<file path="src/rtl/ggap_pkg.sv">
// Package for the GGA fix-quality parser: character codes, sentence state
// type, its reset value and the small character classifiers.
// No dependencies.
package ggap_pkg;

    localparam logic [2:0] QUALITY_FIELD   = 3'd6;
    localparam logic [2:0] MAX_FIELD_CHARS = 3'd3;
    localparam logic [2:0] POS_SAT         = 3'd7;
    localparam logic [2:0] FIELD_SAT       = 3'd7;
    localparam logic [2:0] MIN_STAR_POS    = 3'd6;
    localparam logic [1:0] HEX_DIGITS      = 2'd2;

    localparam logic [7:0] CH_DOLLAR = 8'h24;
    localparam logic [7:0] CH_STAR   = 8'h2A;
    localparam logic [7:0] CH_COMMA  = 8'h2C;
    localparam logic [7:0] CH_PLUS   = 8'h2B;
    localparam logic [7:0] CH_MINUS  = 8'h2D;
    localparam logic [7:0] CH_SPACE  = 8'h20;
    localparam logic [7:0] CH_G      = 8'h47;
    localparam logic [7:0] CH_A      = 8'h41;

    typedef enum logic [1:0] {
        PH_SKIP   = 2'd0,
        PH_DIGITS = 2'd1,
        PH_STOP   = 2'd2
    } num_phase_t;

    typedef enum logic [1:0] {
        Q_OPEN   = 2'd0,
        Q_READ   = 2'd1,
        Q_REJECT = 2'd2
    } quality_t;

    typedef struct packed {
        logic [2:0] byte_position;
        logic       start_ok;
        logic       type_ok;
        logic       star_seen;
        logic [1:0] bytes_after_star;
        logic [7:0] running_xor;
        logic [7:0] expected_sum;
        logic       hex_ok;
        logic [2:0] field_count;
        logic [2:0] field_length;
        num_phase_t number_phase;
        logic       number_negative;
        logic [9:0] number_value;
        quality_t   quality_done;
    } sentence_state_t;

    localparam sentence_state_t STATE_RESET = '{
        byte_position:    3'd0,
        start_ok:         1'b0,
        type_ok:          1'b0,
        star_seen:        1'b0,
        bytes_after_star: 2'd0,
        running_xor:      8'd0,
        expected_sum:     8'd0,
        hex_ok:           1'b1,
        field_count:      3'd0,
        field_length:     3'd0,
        number_phase:     PH_SKIP,
        number_negative:  1'b0,
        number_value:     10'd0,
        quality_done:     Q_OPEN
    };

    function automatic logic is_digit(input logic [7:0] c);
        return c inside {[8'h30:8'h39]};
    endfunction

    // space, TAB, LF, VT, FF, CR
    function automatic logic is_blank(input logic [7:0] c);
        return (c == CH_SPACE) || (c inside {[8'h09:8'h0D]});
    endfunction

    // {valid, nibble}; either case accepted
    function automatic logic [4:0] hex_value(input logic [7:0] c);
        logic [4:0] r;
        r = 5'd0;
        if (c inside {[8'h30:8'h39]})
            r = {1'b1, c[3:0]};
        else if ((c inside {[8'h41:8'h46]}) || (c inside {[8'h61:8'h66]}))
            r = {1'b1, c[3:0] + 4'd9};
        return r;
    endfunction

endpackage

</file>
<file path="src/rtl/ggap_step.sv">
// Per-byte update of the sentence state and the result it gives on the
// final byte. Purely combinational. Depends on ggap_pkg.
module ggap_step
    import ggap_pkg::*;
#(
    parameter logic [2:0] QUAL_FIELD = QUALITY_FIELD,
    parameter logic [2:0] MAX_CHARS  = MAX_FIELD_CHARS
)
(
    input  sentence_state_t    st,
    input  logic [7:0]         char_in,
    input  logic               end_of_line,
    output sentence_state_t    st_next,
    output logic               fix_ok,
    output logic signed [10:0] fix_quality
);

    sentence_state_t n;
    logic            sep;
    logic            digit;
    logic [2:0]      len_inc;
    logic [4:0]      hex;
    num_phase_t      ph;
    logic [10:0]     mag;

    always_comb
    begin
        n       = st;
        sep     = 1'b0;
        digit   = is_digit(char_in);
        len_inc = st.field_length + 3'd1;
        hex     = hex_value(char_in);
        ph      = st.number_phase;

        if (!st.star_seen)
        begin
            if (st.byte_position == 3'd0)
            begin
                n.start_ok = (char_in == CH_DOLLAR);
            end
            else if (char_in == CH_STAR)
            begin
                n.star_seen = 1'b1;
                if (st.byte_position < MIN_STAR_POS)
                    n.type_ok = 1'b0;
            end
            else
            begin
                n.running_xor = st.running_xor ^ char_in;
                case (st.byte_position)
                    3'd3:    n.type_ok = (char_in == CH_G);
                    3'd4:    n.type_ok = st.type_ok && (char_in == CH_G);
                    3'd5:    n.type_ok = st.type_ok && (char_in == CH_A);
                    default: n.type_ok = st.type_ok;
                endcase
            end

            // the star closes the last field
            if (st.quality_done == Q_OPEN)
            begin
                sep = (char_in == CH_COMMA) || n.star_seen;
                if (st.field_count == QUAL_FIELD)
                begin
                    if (sep)
                    begin
                        n.quality_done = ((st.field_length == 3'd0) ||
                                          (st.field_length > MAX_CHARS))
                                         ? Q_REJECT : Q_READ;
                    end
                    else if (st.field_length <= MAX_CHARS)
                    begin
                        n.field_length = len_inc;
                        if (len_inc <= MAX_CHARS)
                        begin
                            // atoi: blanks, one sign, then digits
                            if (ph == PH_SKIP)
                            begin
                                if (is_blank(char_in))
                                    ph = PH_SKIP;
                                else if ((char_in == CH_PLUS) || (char_in == CH_MINUS))
                                begin
                                    n.number_negative = (char_in == CH_MINUS);
                                    n.number_phase    = PH_DIGITS;
                                end
                                else
                                begin
                                    ph = digit ? PH_DIGITS : PH_STOP;
                                    n.number_phase = ph;
                                end
                            end
                            else if (ph == PH_DIGITS)
                            begin
                                n.number_phase = ph;
                            end
                            if ((st.number_phase != PH_SKIP || !is_blank(char_in)) &&
                                !(st.number_phase == PH_SKIP &&
                                  ((char_in == CH_PLUS) || (char_in == CH_MINUS))) &&
                                (ph == PH_DIGITS))
                            begin
                                if (digit)
                                    n.number_value = (st.number_value << 3) +
                                                     (st.number_value << 1) +
                                                     {6'd0, char_in[3:0]};
                                else
                                    n.number_phase = PH_STOP;
                            end
                        end
                    end
                end
                else if (sep && (st.field_count < FIELD_SAT))
                begin
                    n.field_count = st.field_count + 3'd1;
                end
            end
        end
        else if (st.bytes_after_star < HEX_DIGITS)
        begin
            if (!hex[4])
                n.hex_ok = 1'b0;
            else
                n.expected_sum = {st.expected_sum[3:0], hex[3:0]};
            n.bytes_after_star = st.bytes_after_star + 2'd1;
        end

        if (st.byte_position < POS_SAT)
            n.byte_position = st.byte_position + 3'd1;

        fix_ok = n.start_ok && n.type_ok && n.star_seen &&
                 (n.bytes_after_star == HEX_DIGITS) && n.hex_ok &&
                 (n.running_xor == n.expected_sum) && (n.quality_done == Q_READ);
        mag = {1'b0, n.number_value};
        if (!fix_ok)
            fix_quality = 11'sd0;
        else if (n.number_negative)
            fix_quality = $signed(11'd0 - mag);
        else
            fix_quality = $signed(mag);

        st_next = end_of_line ? STATE_RESET : n;
    end

endmodule

</file>
<file path="src/rtl/nmea_gga_fix_quality_parser.sv">
// Top level of the GGA fix-quality parser: input register, sentence state,
// result register. Depends on ggap_pkg and ggap_step.
//
// channel | direction | handshake            | payload
// in      | input     | in_valid / in_stall  | char_in, end_of_line
// out     | output    | out_valid / out_stall| fix_ok, fix_quality
//
// One byte per cycle sustained while no final byte waits on a stalled result; a
// result is offered once the input register has taken the transaction carrying
// end_of_line and the result register has taken the step's output.
// Reset clears the sentence state and both valid flags.
// A final byte waits in the input register only while an unread result
// is stalled; other bytes always flow.
module nmea_gga_fix_quality_parser
    import ggap_pkg::*;
#(
    parameter logic [2:0] QUAL_FIELD = QUALITY_FIELD,
    parameter logic [2:0] MAX_CHARS  = MAX_FIELD_CHARS
)
(
    input  logic               clk,
    input  logic               rst_n,
    input  logic               in_valid,
    output logic               in_stall,
    input  logic [7:0]         char_in,
    input  logic               end_of_line,
    output logic               out_valid,
    input  logic               out_stall,
    output logic               fix_ok,
    output logic signed [10:0] fix_quality
);

    logic               in_valid_reg;
    logic [7:0]         char_reg;
    logic               eol_reg;
    sentence_state_t    state_reg;
    sentence_state_t    state_next;
    logic               out_valid_reg;
    logic               fix_ok_reg;
    logic signed [10:0] fix_quality_reg;
    logic               fix_ok_next;
    logic signed [10:0] fix_quality_next;
    logic               proceed;
    logic               in_take;

    ggap_step #(
        .QUAL_FIELD (QUAL_FIELD),
        .MAX_CHARS  (MAX_CHARS)
    ) u_step (
        .st          (state_reg),
        .char_in     (char_reg),
        .end_of_line (eol_reg),
        .st_next     (state_next),
        .fix_ok      (fix_ok_next),
        .fix_quality (fix_quality_next)
    );

    assign proceed  = in_valid_reg && (!eol_reg || !out_valid_reg || !out_stall);
    assign in_stall = in_valid_reg && !proceed;
    assign in_take  = in_valid && !in_stall;

    always_ff @(posedge clk or negedge rst_n)
    begin
        if (!rst_n)
        begin
            in_valid_reg  <= 1'b0;
            state_reg     <= STATE_RESET;
            out_valid_reg <= 1'b0;
        end
        else
        begin
            if (in_take)
                in_valid_reg <= 1'b1;
            else if (proceed)
                in_valid_reg <= 1'b0;

            if (proceed)
                state_reg <= state_next;

            if (proceed && eol_reg)
                out_valid_reg <= 1'b1;
            else if (!out_stall)
                out_valid_reg <= 1'b0;
        end
    end

    always_ff @(posedge clk)
    begin
        if (in_take)
        begin
            char_reg <= char_in;
            eol_reg  <= end_of_line;
        end
        if (proceed && eol_reg)
        begin
            fix_ok_reg      <= fix_ok_next;
            fix_quality_reg <= fix_quality_next;
        end
    end

    assign out_valid   = out_valid_reg;
    assign fix_ok      = fix_ok_reg;
    assign fix_quality = fix_quality_reg;

endmodule

</file>
<file path="config.mk">
export PLATFORM = sky130hd
export DESIGN_NAME = nmea_gga_fix_quality_parser
export DESIGN_NICKNAME = d
export VERILOG_FILES = /design/src/rtl/ggap_pkg.sv /design/src/rtl/ggap_step.sv /design/src/rtl/nmea_gga_fix_quality_parser.sv
export SDC_FILE = /design/constraint.sdc
export NUM_CORES = 1
export LEC_CHECK = 0
export ABC_AREA = 1
export ABC_CLOCK_PERIOD_IN_PS = 6400
export BUFFER_PORTS_ARGS = -buffer_cell sky130_fd_sc_hd__buf_4
export CORE_UTILIZATION = 45
export DETAILED_ROUTE_END_ITERATION = 6
export HOLD_SLACK_MARGIN = 0.02
export SYNTH_ARGS = -nofsm -noshare
export SYNTH_HDL_FRONTEND = slang
export SYNTH_HIERARCHICAL = 1
export SYNTH_SLANG_ARGS = --single-unit
</file>
<file path="constraint.sdc">
create_clock -name clk -period 6.4 [get_ports clk]
set_clock_uncertainty 0.05 [all_clocks]
set_input_delay 0.64 -clock clk [delete_from_list [all_inputs] [get_ports clk]]
set_output_delay 0.64 -clock clk [all_outputs]
set_load 0.03 [all_outputs]
</file>
# Word level (Yosys, flattened, before mapping)
# Cells that the tools add are included.
word_totals:
  regBits: 69
  in_bits: 13
  word_cells: 172
classes:
  n_addsub: 8
  order_cmp: 15
  eq_ne: 20
  mux: 55
  bitwise: 1
  n_reduce_logical: 52
op_table:
  columns: ["op", "n"]
  rows:
  - ["== test 8 x 6 -> 1 bit, second input constant", 6]
  - ["2-to-1 mux 46 bit", 1]
  - ["2-to-1 mux 21 bit", 2]
  - ["2-to-1 mux 2 bit", 20]
  - ["2-to-1 mux 16 bit", 2]
  - ["2-to-1 mux 8 bit", 4]
  - ["2-to-1 mux 10 bit", 3]
  - ["logical AND 1 bit", 20]
  - ["2-to-1 mux 18 bit", 1]
  - ["2-to-1 mux 9 bit", 2]
  - ["== test 8 x 7 -> 1 bit, second input constant", 2]
  - ["greater-or-equal comparator 8 x 7 -> 1 bit, second input constant", 2]
  - ["less-or-equal comparator 8 x 7 -> 1 bit, second input constant", 2]
  - ["nonzero test 2 bit", 8]
  - ["2-to-1 mux 3 bit", 5]
  - ["2-to-1 mux 13 bit", 1]
  - ["2-to-1 mux 1 bit", 11]
  - ["subtractor 1 x 10 -> 11 bit, first input constant", 1]
  - ["adder 10 bit", 1]
  - ["adder 10 x 4 -> 10 bit", 1]
  - ["2-to-1 mux 5 bit", 2]
  - ["adder 3 x 1 -> 3 bit, second input constant", 3]
  - ["== test 3 bit, second input constant", 3]
  - ["less-than comparator 3 bit, second input constant", 3]
  - ["other kinds (25)", 45]

# Logic depth before layout (Yosys ltp)
# Gate-level depths: netlist of run 1.
logic_depth:
  ltp_word: 24
  depth_mapped: 19
  depth_no_buf: 18

# Modules after synthesis
# Netlist of run 1, hierarchy kept.
modules_own_cells:
  columns: ["module", "instances", "cells_per_inst", "area_each_um2", "seq_area_each_um2"]
  rows:
  - ["ggap_step", 1, 514, 2861.5, 0.0]
  - ["nmea_gga_fix_quality_parser", 1, 232, 2558.7, 1833.0]

# Worst setup path before layout of run 1
# Ideal clock, no wire load.
synth_path:
  path_type: "register -> register"
  startpoint: "reg char_reg[3]"
  endpoint: "reg fix_quality_reg[8], in the netlist fix_quality[8] (data pin)"
  setup_ps: 255
  t_arrival_ps: 2538
  slack_ps: 3557
  path_stages_with_launch: 16
  path_buffers: 1
  path_cell_list: "edfxtp_1 > buf_6 > inv_1 > fa_1 > fa_1 > inv_1 > nand3_1 > nand3_1 > xnor2_1 > nand4_1 > nand2_1 > inv_2 > nor2_1 > nand3_1 > a21oi_1 > nor2_1"
synth_via:
  elab_chain_len: 23
  elab_cells_between_ends: 84
synth_lines:
  columns: ["element", "line", "rtl"]
  rows:
  - ["start, declared", "nmea_gga_fix_quality_parser.sv:34", "logic [7:0] char_reg;"]
  - ["start signal, assigned", "nmea_gga_fix_quality_parser.sv:91", "char_reg <= char_in;"]
  - ["greater-or-equal comparator 8 x 6 -> 1 bit / less-or-equal comparator 8 x 6 -> 1 bit (equally long branches)", "ggap_pkg.sv:69, ggap_pkg.sv:81", null]
  - ["logical AND 1 bit", "ggap_pkg.sv:69, ggap_pkg.sv:81", null]
  - ["2-to-1 mux 2 bit", "ggap_step.sv:87", "ph = digit ? PH_DIGITS : PH_STOP;"]
  - ["2-to-1 mux 2 bit", "ggap_step.sv:80", "else if ((char_in == CH_PLUS) || (char_in == CH_MINUS))"]
  - ["2-to-1 mux 2 bit", "ggap_step.sv:78", "if (is_blank(char_in))"]
  - ["2-to-1 mux 2 bit", "ggap_step.sv:76", "if (ph == PH_SKIP)"]
  - ["2-to-1 mux 2 bit", "ggap_step.sv:73", "if (len_inc <= MAX_CHARS)"]
  - ["2-to-1 mux 2 bit", "ggap_step.sv:70", "else if (st.field_length <= MAX_CHARS)"]
  - ["[... 7 more ...]", null, null]
  - ["2-to-1 mux 13 bit", "ggap_step.sv:73", null]
  - ["2-to-1 mux 16 bit", "ggap_step.sv:70", null]
  - ["2-to-1 mux 16 bit", "ggap_step.sv:64", "if (sep)"]
  - ["2-to-1 mux 18 bit", "ggap_step.sv:62", "if (st.field_count == QUAL_FIELD)"]
  - ["2-to-1 mux 21 bit", "ggap_step.sv:59", "if (st.quality_done == Q_OPEN)"]
  - ["2-to-1 mux 21 bit", "ggap_step.sv:35", "if (!st.star_seen)"]
  - ["subtractor 1 x 10 -> 11 bit", "ggap_step.sv:135", "fix_quality = $signed(11'd0 - mag);"]
  - ["2-to-1 mux 10 bit", "ggap_step.sv:134", "else if (n.number_negative)"]
  - ["end signal, assigned", "nmea_gga_fix_quality_parser.sv:97", "fix_quality_reg <= fix_quality_next;"]
  - ["end, declared", "nmea_gga_fix_quality_parser.sv:40", "logic signed [10:0] fix_quality_reg;"]
# Several ways; a longest one is shown, not always the timed one. The select of a mux whose other input is x is not followed.
# A chain may end at the register's enable or synchronous reset.

# Worst setup path in the final report of run 1
layout_path:
  startpoint: "reg char_reg[3]"
  endpoint: "reg fix_quality_reg[10], in the netlist fix_quality[10] (data pin)"
layout_via:
  elab_chain_len: 22
  elab_cells_between_ends: 84
layout_lines:
  columns: ["element", "line", "rtl"]
  rows:
  - ["greater-or-equal comparator 8 x 6 -> 1 bit / less-or-equal comparator 8 x 6 -> 1 bit (equally long branches)", "ggap_pkg.sv:69, ggap_pkg.sv:81", null]
  - ["logical AND 1 bit", "ggap_pkg.sv:69, ggap_pkg.sv:81", null]
  - ["2-to-1 mux 2 bit", "ggap_step.sv:87", null]
  - ["2-to-1 mux 2 bit", "ggap_step.sv:80", null]
  - ["2-to-1 mux 2 bit", "ggap_step.sv:78", null]
  - ["2-to-1 mux 2 bit", "ggap_step.sv:76", null]
  - ["2-to-1 mux 2 bit", "ggap_step.sv:73", null]
  - ["2-to-1 mux 2 bit", "ggap_step.sv:70", null]
  - ["[... 6 more ...]", null, null]
  - ["2-to-1 mux 10 bit", "ggap_step.sv:95", "if ((st.number_phase != PH_SKIP || !is_blank(char_in)) &&"]
  - ["2-to-1 mux 13 bit", "ggap_step.sv:73", null]
  - ["2-to-1 mux 16 bit", "ggap_step.sv:70", null]
  - ["2-to-1 mux 16 bit", "ggap_step.sv:64", null]
  - ["2-to-1 mux 18 bit", "ggap_step.sv:62", null]
  - ["2-to-1 mux 21 bit", "ggap_step.sv:59", null]
  - ["2-to-1 mux 21 bit", "ggap_step.sv:35", null]
  - ["subtractor 1 x 10 -> 11 bit", "ggap_step.sv:135", null]
# Several ways; a longest one is shown, not always the timed one. The select of a mux whose other input is x is not followed.

==> impl_metrics.xml, run 1 <==
<?xml version="1.0" encoding="UTF-8"?>
<metrics>
  <group name="run_status">
    <metric name="status" unit="">complete, but fails checks</metric>
    <metric name="violated_checks" unit="">DRC</metric>
  </group>
  <group name="cts">
    <metric name="clock_tree.htree_level_count" unit="">3</metric>
    <metric name="cts.hold.buffers_added" unit="">0</metric>
    <metric name="worstSkewPairLatency" unit="ns">0.34</metric>
    <metric name="postCtsSetupBuffers" unit="">0</metric>
    <metric name="cts_root_buffer" unit="">sky130_fd_sc_hd__clkbuf_16</metric>
    <metric name="cts_made_buffers" unit="">9</metric>
    <metric name="cts_num_sinks" unit="">69</metric>
    <metric name="max-clock-path-buffers" unit="">2</metric>
    <metric name="worst_setup_hold_path_clk_slew" unit="ns">0.06</metric>
    <metric name="cts_resized" unit="">0</metric>
    <metric name="cts_tree" unit="">built</metric>
  </group>
  <group name="drt">
    <metric name="dr_total_vias" unit="">4885</metric>
    <metric name="drt_pass1_iterations" unit="">7</metric>
    <metric name="route.final.wire_length" unit="mm">13.6</metric>
    <metric name="final_antenna_net_count" unit="">0</metric>
    <metric name="routedWlPerCell" unit="µm">15.0</metric>
    <metric name="route.detailed.drc" unit="">3</metric>
    <metric name="post_drt_via_cell_ratio" unit="">5.38</metric>
    <metric name="drtIter0Drc" unit="">303</metric>
  </group>
  <group name="sta">
    <metric name="timing.max_slew.rel_slack" unit="%">32.5</metric>
    <metric name="final.min_clock_period" unit="ns">3.30</metric>
    <metric name="max_clock_freq" unit="MHz">303</metric>
    <metric name="period_share" unit="%">51.5</metric>
    <metric name="drv_slew" unit="">0</metric>
    <metric name="rsz0062_at_grt" unit="">false</metric>
    <metric name="worst_margin_slew" unit="ns">1.01</metric>
    <metric name="finalHoldViolations" unit="">0</metric>
    <metric name="timing.setup.tns" unit="ns">0</metric>
    <metric name="setup_violations" unit="">0</metric>
  </group>
  <group name="synth">
    <metric name="yosysSeqAreaShare" unit="%">33.8</metric>
    <metric name="synth_fa_ha_area_share" unit="%">8.13</metric>
    <metric name="ys_seq_elements" unit="">69</metric>
    <metric name="ys.flop_type" unit="">sky130_fd_sc_hd__dfrtp_1</metric>
    <metric name="synthesis.nets" unit="">793</metric>
    <metric name="synthDominantAreaCellType" unit="">sky130_fd_sc_hd__dfrtp_1</metric>
    <metric name="synthDistinctLibCells" unit="">48</metric>
    <metric name="synth_area" unit="µm²">5420</metric>
    <metric name="area_share_of_the_leading_cell_type_in_the_synthesized_netlist" unit="%">21.7</metric>
    <metric name="ys_top_cells_by_area" unit="">sky130_fd_sc_hd__dfrtp_1 (22%), sky130_fd_sc_hd__nand2_1 (14%), sky130_fd_sc_hd__edfxtp_1 (12%)</metric>
    <metric name="yosys.area_share.xor_xnor" unit="%">1.62</metric>
    <metric name="synth_simple_gate_area_share" unit="%">39.4</metric>
    <metric name="synth_compound_area_share" unit="%">6.88</metric>
    <metric name="average_cell_area_after_synthesis" unit="µm²">7.27</metric>
    <metric name="synth_enable_flop_cells" unit="">21</metric>
    <metric name="asyncSetResetFlopFracSynth" unit="%">69.6</metric>
    <metric name="yosysMostFrequentCell" unit="">sky130_fd_sc_hd__nand2_1</metric>
    <metric name="post_synth_most_frequent_cells" unit="">sky130_fd_sc_hd__nand2_1 (206), sky130_fd_sc_hd__nand3_1 (97), sky130_fd_sc_hd__inv_1 (84)</metric>
    <metric name="synth_top_family_by_area" unit="">simple AND/OR/NAND/NOR gates</metric>
    <metric name="syn_inst" unit="">746</metric>
    <metric name="synth_mux_area_share" unit="%">0.185</metric>
    <metric name="yosys_warnings" unit="">6</metric>
  </group>
  <group name="global_routing">
    <metric name="antenna_found_initial" unit="">0</metric>
    <metric name="global_route.usage.total" unit="%">23.3</metric>
    <metric name="first_global_vias" unit="">4625</metric>
    <metric name="grt_start_max_net_pins" unit="">50</metric>
    <metric name="gr-total-overflow" unit="">0</metric>
    <metric name="global_route_wire_length_before_repair" unit="mm">22.7</metric>
  </group>
  <group name="worst_setup_path">
    <metric name="critical_path.endpoint_type" unit="">register</metric>
    <metric name="crit_required" unit="ns">6.45</metric>
    <metric name="regToRegSetupSlack" unit="ns">3.10</metric>
    <metric name="crit_path_top_delay_cell" unit="">sky130_fd_sc_hd__edfxtp_1</metric>
    <metric name="crit_path_start" unit="">char_reg[3]</metric>
    <metric name="critical-path-max-stage-delay" unit="ns">0.62</metric>
    <metric name="worst_r2r_path_depth" unit="">16</metric>
    <metric name="critical-path-top-cell-by-count" unit="">sky130_fd_sc_hd__nand2_1</metric>
    <metric name="reg_to_reg_start" unit="">char_reg[3]</metric>
    <metric name="termination_of_the_worst_setup_path" unit="">fix_quality[10]</metric>
    <metric name="cp_cell_sequence" unit="">inv_1 &gt; fa_1 &gt; inv_1 &gt; ha_1 &gt; nand2_1 &gt; nor2_1 &gt; nand2_1 &gt; nand3_1 &gt; nand2_1 &gt; nand2_1 &gt; a21oi_1 &gt; xor2_1 &gt; mux2i_1 &gt; nand2_1 &gt; nor2_1 &gt; nor2_1</metric>
    <metric name="worst_r2r_endpoint" unit="">fix_quality[10]</metric>
    <metric name="crit_arrival" unit="ns">3.35</metric>
    <metric name="path_type_of_the_worst_setup_path" unit="">reg -&gt; reg</metric>
    <metric name="cp-start-kind" unit="">register</metric>
    <metric name="critical_path_peak_fanout" unit="">11</metric>
  </group>
  <group name="floorplanning">
    <metric name="die_height" unit="µm">112</metric>
    <metric name="floorplan.die_area" unit="µm²">12500</metric>
    <metric name="ios" unit="">27</metric>
    <metric name="num_rows" unit="">39</metric>
    <metric name="dieWidth" unit="µm">112</metric>
    <metric name="core" unit="µm²">11600</metric>
    <metric name="initial_core_util" unit="%">46.9</metric>
  </group>
  <group name="finish">
    <metric name="areaGrowthSynthToFinish" unit="%">8.56</metric>
    <metric name="flip_flop_count_of_the_largest_register_all_copies_and_words_added" unit="">46</metric>
    <metric name="non_filler_instance_count_after_layout" unit="">908</metric>
    <metric name="antenna_cells_inserted" unit="">0</metric>
    <metric name="drive_gt1_share" unit="%">12.9</metric>
    <metric name="fillerInstances" unit="">1117</metric>
    <metric name="fin_nets" unit="">808</metric>
  </group>
  <group name="placement">
    <metric name="place_inst" unit="">893</metric>
    <metric name="hpwl" unit="mm">9.42</metric>
    <metric name="total_of_buffers_placed_on_input_and_output_ports" unit="">26</metric>
    <metric name="gpl.final_weighted_congestion" unit="">0.922</metric>
  </group>
  <group name="pwr">
    <metric name="max-vdd-ir-drop" unit="mV">0.0996</metric>
    <metric name="p_leak" unit="µW">0.00304</metric>
    <metric name="cellPowerDensity" unit="nW/µm²">199</metric>
  </group>
  <group name="worst_hold_path">
    <metric name="type_of_the_tightest_min_delay_check" unit="">in -&gt; async</metric>
  </group>
  <group name="flow_run">
    <metric name="cap_violations" unit="">0</metric>
  </group>
</metrics>
-- power by group --
| group | switching [µW] | internal (µW) |
|---|---|---|
| Combinational | 153 | 71.0 |
| Clock | 187 | 255 |
| Sequential | 23.2 | 481 |
| Total | 363 | 807 |
-- per-layer routing --
| layer | GRT usage [%] | part of all wire [%] | up-vias | routed length [µm] |
|---|---|---|---|---|
| li1 | - | - | 2438 | - |
| met4 | 11.1 | 2.3 | 0 | 319 |
| met1 | 28.6 | 44 | 2308 | 5970 |
| met5 | 0 | 0 | - | 0 |
| met3 | 3.32 | 4.7 | 20 | 635 |
| met2 | 40.3 | 49 | 119 | 6670 |
-- cell usage in the layout, fill, tap and decap left out, types with 5 or more instances in the layout --
cell and n:
sky130_fd_sc_hd__nand2_1 206, sky130_fd_sc_hd__nor2_1 73, sky130_fd_sc_hd__buf_4 30, sky130_fd_sc_hd__inv_2 10, sky130_fd_sc_hd__inv_1 84, sky130_fd_sc_hd__ha_1 32
sky130_fd_sc_hd__nand3_1 97, sky130_fd_sc_hd__nand2_2 16, sky130_fd_sc_hd__xnor2_1 6, sky130_fd_sc_hd__nor2_2 5, sky130_fd_sc_hd__o21ai_0 22, sky130_fd_sc_hd__nand3b_1 7
sky130_fd_sc_hd__nand4_1 17, sky130_fd_sc_hd__a21oi_1 27, sky130_fd_sc_hd__nand2_4 5, sky130_fd_sc_hd__clkbuf_16 9, sky130_fd_sc_hd__edfxtp_1 21, sky130_fd_sc_hd__dfrtp_1 47
-- layout make-up --
cell class                      instances  area [µm²]  share of cell area (%)
Inverter                               94         353                    6.00
Sequential cell                        69        1830                    31.2
Timing Repair Buffer                   30         225                    3.83
Multi-Input combinational cell        557        3050                    51.8
Clock inverter                          4        16.3                   0.276
Clock buffer                           11         233                    3.95
Tap cell                              143         179                    3.04
-- worst max-delay path: cells and delay by family, from the launching register on --
| kind | cells | cell delay (ns) |
|---|---|---|
| simple gates | 9 | 0.73 |
| fa+ha+maj | 2 | 0.93 |
| xor+xnor | 1 | 0.08 |
| flops | 1 | 0.62 |
| buf+inv | 2 | 0.22 |
| compound gates | 1 | 0.16 |
| mux | 1 | 0.28 |
-- worst min-delay path by stage --
stage / start / endpoint / slack, ns / cells after the start
CTS: rst_n / state_reg[43] / 0.30 / 1
global placement: state_reg[21] / state_reg[21] / 0.40 / 2
global route: rst_n / state_reg[43] / 0.33 / 1
detailed placement: state_reg[21] / state_reg[21] / 0.41 / 2
floorplan: rst_n / in_valid_reg / 0.29 / 0
finish: rst_n / state_reg[43] / 0.27 / 1
-- stage by stage --
step                      hold WS, ns  util, %  worst slack (ns)  instance area [µm²]  total power [µW]
after floorplan                 0.294        -              3.56                 5420               674
after global placement          0.402     48.7              3.29                 5640               731
after global routing            0.333     50.9              2.83                 5880              1220
after CTS                       0.305     50.9              3.14                 5880              1180
final                           0.275     50.9              3.10                 5880              1170
after detailed placement        0.407     48.7              3.16                 5640               736
-- kinds of logic after synthesis --
logic type	Yosys count
and+or+nand+nor	450
DFF	69
muxes	1
buffers and inverters	120
xor gates and xnor gates	10
adders and majority gates	34
AOI/OAI and AO/OA	62
No activity file was read; power rests on OpenSTA's default activity.
==> run 2: changes to the inputs <==
Settings changed: ABC_CLOCK_PERIOD_IN_PS 6400 to 3000.
Clock period 6.4 ns to 3 ns, I/O delays scaled along.
==> run 2 against run 1 <==
Net effect: the run still ends with DRC left; register-to-register slack lost 3.0 ns; global-route usage rose by 0.18 points; sequential share of layout area decreased by 1.4 points; clock-buffer cell count stayed put; wire length rose by 3.3%; worst hold slack worse by 0.19 ns.
==> impl_metrics.xml, run 2 (synthesis results as in run 1) <==
<?xml version="1.0" encoding="UTF-8"?>
<metrics>
  <group name="run_status">
    <metric name="status" unit="">complete, but fails checks</metric>
    <metric name="violated_checks" unit="">DRC</metric>
  </group>
  <group name="sta">
    <metric name="rsz0062_at_grt" unit="">true</metric>
    <metric name="timing.max_slew.rel_slack" unit="%">56.6</metric>
    <metric name="period_share" unit="%">95.3</metric>
    <metric name="finalHoldViolations" unit="">0</metric>
    <metric name="drv_slew" unit="">0</metric>
    <metric name="worst_margin_slew" unit="ns">0.652</metric>
    <metric name="max_clock_freq" unit="MHz">350</metric>
    <metric name="final.min_clock_period" unit="ns">2.86</metric>
    <metric name="setup_violations" unit="">0</metric>
    <metric name="fin_worst_hold_slack" unit="ns">0.0815</metric>
  </group>
  <group name="floorplanning">
    <metric name="core" unit="µm²">11600</metric>
    <metric name="die_height" unit="µm">112</metric>
    <metric name="initial_core_util" unit="%">46.9</metric>
    <metric name="floorplan.die_area" unit="µm²">12500</metric>
    <metric name="num_rows" unit="">39</metric>
    <metric name="dieWidth" unit="µm">112</metric>
    <metric name="ios" unit="">27</metric>
  </group>
  <group name="finish">
    <metric name="fillerInstances" unit="">1071</metric>
    <metric name="flip_flop_count_of_the_largest_register_all_copies_and_words_added" unit="">46</metric>
    <metric name="layout.cells.most_common" unit="">sky130_fd_sc_hd__nand2_1</metric>
    <metric name="sequential_area" unit="µm²">1830</metric>
    <metric name="fin_nets" unit="">834</metric>
    <metric name="areaGrowthSynthToFinish" unit="%">13.7</metric>
    <metric name="final_core_utilization" unit="%">53.3</metric>
    <metric name="antenna_cells_inserted" unit="">0</metric>
    <metric name="drive_gt1_share" unit="%">18.1</metric>
    <metric name="layout.cells.most_common_list" unit="">sky130_fd_sc_hd__nand2_1 (203), sky130_fd_sc_hd__nand3_1 (96), sky130_fd_sc_hd__inv_1 (79)</metric>
    <metric name="multi_input_area" unit="µm²">3090</metric>
  </group>
  <group name="worst_setup_path">
    <metric name="cp_cell_sequence" unit="">inv_2 &gt; fa_2 &gt; inv_2 &gt; ha_4 &gt; nand2_1 &gt; nor2_1 &gt; nand2_1 &gt; nand3_2 &gt; nand2_1 &gt; nand2_2 &gt; a21oi_1 &gt; xor2_1 &gt; mux2i_2 &gt; nand2_1 &gt; nor2_1 &gt; nor2_1</metric>
    <metric name="worst_r2r_path_depth" unit="">16</metric>
    <metric name="crit_required" unit="ns">3.06</metric>
    <metric name="critical_path.endpoint_type" unit="">register</metric>
    <metric name="worst_r2r_endpoint" unit="">fix_quality[10]</metric>
    <metric name="critical-path-top-cell-by-count" unit="">sky130_fd_sc_hd__nand2_1</metric>
    <metric name="cp-start-kind" unit="">register</metric>
    <metric name="critical-path-max-stage-delay" unit="ns">0.61</metric>
    <metric name="reg_to_reg_start" unit="">state_reg[4]</metric>
    <metric name="path_type_of_the_worst_setup_path" unit="">reg -&gt; reg</metric>
    <metric name="crit_path_top_delay_cell" unit="">sky130_fd_sc_hd__fa_2</metric>
    <metric name="crit_arrival" unit="ns">2.92</metric>
    <metric name="critical_path_peak_fanout" unit="">4</metric>
    <metric name="regToRegSetupSlack" unit="ns">0.14</metric>
  </group>
  <group name="global_routing">
    <metric name="global_route_wire_length_before_repair" unit="mm">23.0</metric>
    <metric name="antenna_found_initial" unit="">0</metric>
    <metric name="gr-total-overflow" unit="">0</metric>
    <metric name="global_route.usage.total" unit="%">23.5</metric>
    <metric name="first_global_vias" unit="">4807</metric>
    <metric name="grt_start_max_net_pins" unit="">49</metric>
  </group>
  <group name="flow_run">
    <metric name="cap_violations" unit="">0</metric>
  </group>
  <group name="worst_hold_path">
    <metric name="whs_endpoint" unit="">char_reg[6]</metric>
    <metric name="worstHoldStart" unit="">char_in[6]</metric>
    <metric name="hold-path-cell-count" unit="">1</metric>
    <metric name="type_of_the_tightest_min_delay_check" unit="">in -&gt; reg</metric>
  </group>
  <group name="cts">
    <metric name="max-clock-path-buffers" unit="">2</metric>
    <metric name="worstSkewPairLatency" unit="ns">0.34</metric>
    <metric name="clock_tree.htree_level_count" unit="">3</metric>
    <metric name="cts_tree" unit="">built</metric>
    <metric name="cts_num_sinks" unit="">69</metric>
    <metric name="cts_root_buffer" unit="">sky130_fd_sc_hd__clkbuf_16</metric>
    <metric name="worst_setup_hold_path_clk_slew" unit="ns">0.06</metric>
    <metric name="cts_made_buffers" unit="">9</metric>
  </group>
  <group name="drt">
    <metric name="drt_pass1_iterations" unit="">7</metric>
    <metric name="route.final.wire_length" unit="mm">14.1</metric>
    <metric name="routedWlPerCell" unit="µm">15.0</metric>
    <metric name="route.detailed.drc" unit="">3</metric>
    <metric name="final_antenna_net_count" unit="">0</metric>
    <metric name="dr_total_vias" unit="">5060</metric>
    <metric name="post_drt_via_cell_ratio" unit="">5.41</metric>
    <metric name="drtIter0Drc" unit="">407</metric>
  </group>
  <group name="pwr">
    <metric name="p_leak" unit="µW">0.00319</metric>
    <metric name="fin_total_pwr" unit="µW">2630</metric>
    <metric name="cellPowerDensity" unit="nW/µm²">426</metric>
    <metric name="max-vdd-ir-drop" unit="mV">0.275</metric>
  </group>
  <group name="placement">
    <metric name="total_of_buffers_placed_on_input_and_output_ports" unit="">26</metric>
    <metric name="gpl.final_weighted_congestion" unit="">0.899</metric>
    <metric name="hpwl" unit="mm">9.80</metric>
  </group>
</metrics>
[run 2: cell count changes in the layout (fill, tap and decap cells not counted), sizes merged]
cell         delta
buf            +24
bufinv          +1
clkinv          -1
clkinvlp        +1
dlygate4sd3     +1
nor2            +1
[run 2: critical path: cells and delay by family (launching register included)]
kind | cells | cell delay (ns)
compound gates | 1 | 0.07
simple gates | 9 | 0.73
fa+ha+maj | 2 | 0.87
flops | 1 | 0.37
buf+inv | 2 | 0.12
mux | 1 | 0.26
xor+xnor | 1 | 0.15
[run 2: metal layers]
| layer | GRT usage, % | vias up | part of all wire (%) |
|---|---|---|---|
| li1 | - | 2502 | - |
| met1 | 27.9 | 2355 | 43 |
| met2 | 41.3 | 163 | 49 |
| met3 | 3.32 | 40 | 4.3 |
| met4 | 12.3 | 0 | 3.7 |
| met5 | 0 | - | 0 |
[run 2: how the worst max path moves through the flow]
| stage | start | endpoint | slack [ns] |
|---|---|---|---|
| 5_1_grt | state_reg[4] | fix_quality[7] | -0.03 |
| 6_report | state_reg[4] | fix_quality[10] | 0.14 |
| 3_3_place_gp | state_reg[15] | fix_quality[8] | 0.13 |
| 2_1_floorplan | char_reg[3] | fix_quality[8] | 0.16 |
| 3_5_place_dp | char_reg[3] | fix_quality[10] | 0.05 |
| 4_1_cts | char_reg[3] | fix_quality[10] | 0.03 |
[run 2: layout make-up]
cell class | instances | area share [%]
Clock buffer | 11 | 3.78
Clock inverter | 5 | 0.853
Inverter | 94 | 5.77
Multi-Input combinational cell | 558 | 50.2
Sequential cell | 69 | 29.8
Tap cell | 143 | 2.90
Timing Repair Buffer | 55 | 6.74
[run 2: stage by stage]
step	instances	instance area, µm²	setup slack, ns	TNS, ns
finish	935	6160	0.140	0
global route	935	6160	-0.0287	-0.0497
CTS	920	6010	0.0310	0
detailed placement	903	5710	0.0529	0
global placement	903	5710	0.131	0
floorplan	746	5420	0.157	0
[run 2: where the power goes]
group          internal [µW]  switching (µW)
logic                    172             344
clock network            639             406
registers               1030            38.4
[run 2: what timing repair did]
item / in CTS / in global routing
setup endpoints to repair: 0 / 12
hold buffers: 1 / 0
buffers inserted: 0 / 14
resized for setup: 0 / 18
hold endpoints to repair: 47 / 0
==> run 3: changes to the inputs <==
Settings changed: ABC_AREA 1 to default, REMOVE_ABC_BUFFERS from default to 1.
==> run 3 against run 2 <==
Net effect: register-to-register slack got worse by 0.53 ns; total power rose by 17%; critical path depth down 7; clock-buffer cell count up 1; non-clock buffer count increased by 62; via count grew 3.6%; the run ends with setup timing left; core utilization is 4.8 points higher.
==> impl_metrics.xml, run 3 <==
<?xml version="1.0" encoding="UTF-8"?>
<metrics>
  <group name="finish">
    <metric name="drive_gt1_share" unit="%">27.9</metric>
    <metric name="fillerInstances" unit="">1141</metric>
    <metric name="final_core_utilization" unit="%">58.1</metric>
    <metric name="antenna_cells_inserted" unit="">0</metric>
    <metric name="areaGrowthSynthToFinish" unit="%">23.8</metric>
    <metric name="flip_flop_count_of_the_largest_register_all_copies_and_words_added" unit="">46</metric>
    <metric name="layout.cells.most_common" unit="">sky130_fd_sc_hd__buf_4</metric>
    <metric name="fin_nets" unit="">792</metric>
    <metric name="layout.cells.most_common_list" unit="">sky130_fd_sc_hd__buf_4 (113), sky130_fd_sc_hd__nand2_1 (75), sky130_fd_sc_hd__nor2_1 (65)</metric>
  </group>
  <group name="cts">
    <metric name="cts_num_sinks" unit="">69</metric>
    <metric name="cts_made_buffers" unit="">9</metric>
    <metric name="cts_root_buffer" unit="">sky130_fd_sc_hd__clkbuf_16</metric>
    <metric name="cts_tree" unit="">built</metric>
    <metric name="max-clock-path-buffers" unit="">2</metric>
    <metric name="clock_tree.htree_level_count" unit="">3</metric>
    <metric name="worstSkewPairLatency" unit="ns">0.35</metric>
    <metric name="worst_setup_hold_path_clk_slew" unit="ns">0.06</metric>
  </group>
  <group name="run_status">
    <metric name="violated_checks" unit="">setup timing</metric>
    <metric name="status" unit="">complete, but fails checks</metric>
  </group>
  <group name="synth">
    <metric name="yosysMostFrequentCell" unit="">sky130_fd_sc_hd__nand2_1</metric>
    <metric name="area_share_of_the_leading_cell_type_in_the_synthesized_netlist" unit="%">20.5</metric>
    <metric name="synth_simple_gate_area_share" unit="%">26.7</metric>
    <metric name="ys_seq_elements" unit="">69</metric>
    <metric name="yosysSeqAreaShare" unit="%">32.0</metric>
    <metric name="yosys_warnings" unit="">6</metric>
    <metric name="ys_top_cells_by_area" unit="">sky130_fd_sc_hd__dfrtp_1 (21%), sky130_fd_sc_hd__edfxtp_1 (11%), sky130_fd_sc_hd__o211ai_2 (8.7%)</metric>
    <metric name="synth_enable_flop_cells" unit="">21</metric>
    <metric name="average_cell_area_after_synthesis" unit="µm²">8.67</metric>
    <metric name="asyncSetResetFlopFracSynth" unit="%">69.6</metric>
    <metric name="synth_area" unit="µm²">5730</metric>
    <metric name="synthDistinctLibCells" unit="">66</metric>
    <metric name="synth_mux_area_share" unit="%">2.12</metric>
    <metric name="synth_top_family_by_area" unit="">simple AND/OR/NAND/NOR gates</metric>
    <metric name="ys.flop_type" unit="">sky130_fd_sc_hd__dfrtp_1</metric>
    <metric name="syn_inst" unit="">661</metric>
    <metric name="synth_fa_ha_area_share" unit="%">7.68</metric>
    <metric name="yosys.area_share.xor_xnor" unit="%">5.35</metric>
    <metric name="synth_compound_area_share" unit="%">19.8</metric>
    <metric name="synthDominantAreaCellType" unit="">sky130_fd_sc_hd__dfrtp_1</metric>
    <metric name="post_synth_most_frequent_cells" unit="">sky130_fd_sc_hd__nand2_1 (75), sky130_fd_sc_hd__nor2_1 (68), sky130_fd_sc_hd__nand2b_1 (56)</metric>
  </group>
  <group name="worst_setup_path">
    <metric name="reg_to_reg_start" unit="">char_reg[3]</metric>
    <metric name="worst_r2r_endpoint" unit="">fix_quality[10]</metric>
    <metric name="crit_arrival" unit="ns">3.51</metric>
    <metric name="critical_path.endpoint_type" unit="">register</metric>
    <metric name="path_type_of_the_worst_setup_path" unit="">reg -&gt; reg</metric>
    <metric name="regToRegSetupSlack" unit="ns">-0.39</metric>
    <metric name="crit_required" unit="ns">3.12</metric>
    <metric name="worst_r2r_path_depth" unit="">9</metric>
    <metric name="cp-start-kind" unit="">register</metric>
    <metric name="critical_path_peak_fanout" unit="">6</metric>
  </group>
  <group name="drt">
    <metric name="routedWlPerCell" unit="µm">17.0</metric>
    <metric name="drtIter0Drc" unit="">364</metric>
    <metric name="dr_total_vias" unit="">5240</metric>
    <metric name="drt_pass1_iterations" unit="">5</metric>
    <metric name="final_antenna_net_count" unit="">0</metric>
    <metric name="route.final.wire_length" unit="mm">15.6</metric>
    <metric name="post_drt_via_cell_ratio" unit="">5.71</metric>
    <metric name="route.detailed.drc" unit="">0</metric>
  </group>
  <group name="pwr">
    <metric name="cellPowerDensity" unit="nW/µm²">432</metric>
    <metric name="max-vdd-ir-drop" unit="mV">0.318</metric>
    <metric name="p_leak" unit="µW">0.00302</metric>
  </group>
  <group name="floorplanning">
    <metric name="floorplan.die_area" unit="µm²">13200</metric>
    <metric name="core" unit="µm²">12200</metric>
    <metric name="ios" unit="">27</metric>
    <metric name="dieWidth" unit="µm">115</metric>
    <metric name="num_rows" unit="">40</metric>
    <metric name="initial_core_util" unit="%">46.9</metric>
    <metric name="die_height" unit="µm">115</metric>
  </group>
  <group name="global_routing">
    <metric name="gr-total-overflow" unit="">0</metric>
    <metric name="antenna_found_initial" unit="">0</metric>
    <metric name="first_global_vias" unit="">5132</metric>
    <metric name="global_route.usage.total" unit="%">25.3</metric>
    <metric name="grt_start_max_net_pins" unit="">95</metric>
    <metric name="global_route_wire_length_before_repair" unit="mm">25.7</metric>
  </group>
  <group name="sta">
    <metric name="drv_slew" unit="">0</metric>
    <metric name="rsz0062_at_grt" unit="">true</metric>
    <metric name="fin_worst_hold_slack" unit="ns">0.0792</metric>
    <metric name="finalWorstSetupSlack" unit="ns">-0.388</metric>
    <metric name="worst_margin_slew" unit="ns">0.748</metric>
    <metric name="setup_violations" unit="">12</metric>
    <metric name="max_clock_freq" unit="MHz">295</metric>
    <metric name="final.min_clock_period" unit="ns">3.39</metric>
    <metric name="timing.max_slew.rel_slack" unit="%">49.5</metric>
    <metric name="finalHoldViolations" unit="">0</metric>
    <metric name="period_share" unit="%">113</metric>
  </group>
  <group name="worst_hold_path">
    <metric name="hold-path-cell-count" unit="">1</metric>
    <metric name="whs_endpoint" unit="">char_reg[2]</metric>
    <metric name="worstHoldStart" unit="">char_in[2]</metric>
    <metric name="type_of_the_tightest_min_delay_check" unit="">in -&gt; reg</metric>
  </group>
  <group name="flow_run">
    <metric name="cap_violations" unit="">0</metric>
  </group>
  <group name="placement">
    <metric name="total_of_buffers_placed_on_input_and_output_ports" unit="">26</metric>
    <metric name="gpl.final_weighted_congestion" unit="">0.907</metric>
    <metric name="hpwl" unit="mm">10.2</metric>
  </group>
</metrics>
==> run 3: how the worst max path moves through the flow <==
stage	from	end	cells past startpoint	slack [ns]
2_1_floorplan	eol_reg	state_reg[24]	2	-0.80
3_3_place_gp	char_reg[3]	fix_quality[8]	13	-0.39
3_5_place_dp	char_reg[3]	fix_quality[8]	13	-0.48
4_1_cts	char_reg[3]	fix_quality[6]	10	-0.33
5_1_grt	char_reg[3]	fix_quality[10]	9	-0.46
6_report	char_reg[3]	fix_quality[10]	9	-0.39
==> run 3: where the power goes <==
part | total [µW] | switching (µW) | internal, µW
registers | 1110 | 72.0 | 1040
logic | 803 | 457 | 346
clock network | 1150 | 422 | 728
==> run 3: layout make-up <==
cell class	instances	area, µm²	area share, %
Clock buffer	12	236	3.33
Clock inverter	4	72.6	1.02
Inverter	27	101	1.43
Multi-Input combinational cell	521	3730	52.6
Sequential cell	69	1830	25.8
Tap cell	168	210	2.96
Timing Repair Buffer	117	910	12.8
==> run 3: what timing repair did <==
action / 4_1_cts / 5_1_grt
endpoints found under the hold margin: 47 / 0
endpoints found under the setup margin: 14 / 21
pin swaps: 12 / 8
resized for setup: 19 / 22
setup buffers: 6 / 5
hold buffers: 1 / 0
cloned: 2 / 0
==> run 3: logic make-up after synthesis <==
logic type	count (synthesis)
buf+inv	73
simple gates	300
xor+xnor	35
flops	69
fa+ha+maj	34
compound gates	138
mux	12
==> run 3: worst max-delay path, stage by stage (launching register included) <==
cell and delay, ns:
sky130_fd_sc_hd__edfxtp_1 0.40, sky130_fd_sc_hd__buf_6 0.15, sky130_fd_sc_hd__or4b_4 0.54, sky130_fd_sc_hd__a311o_2 0.40
sky130_fd_sc_hd__a21o_4 0.28, sky130_fd_sc_hd__mux2i_1 0.24, sky130_fd_sc_hd__xnor2_1 0.15, sky130_fd_sc_hd__nand4_1 0.12
sky130_fd_sc_hd__or4_4 0.65, sky130_fd_sc_hd__a311oi_2 0.22
==> run 3: through the flow <==
stage | setup TNS, ns | instance area [µm²] | worst slack [ns] | cells | power (µW)
5_1_grt | -5.54 | 7100 | -0.464 | 918 | 3200
3_3_place_gp | -3.59 | 6500 | -0.388 | 888 | 1830
3_5_place_dp | -4.54 | 6500 | -0.478 | 888 | 1840
6_report | -4.05 | 7100 | -0.388 | 918 | 3070
4_1_cts | -3.36 | 6960 | -0.332 | 913 | 3080
2_1_floorplan | -35.40 | 5470 | -0.800 | 615 | 1560
==> run 3: metal layers <==
metal  GRT usage [%]  part of all wire (%)
met1            33.1                    46
met2            41.8                    48
met3            3.64                   4.2
met4            11.2                   2.2
met5               0                     0
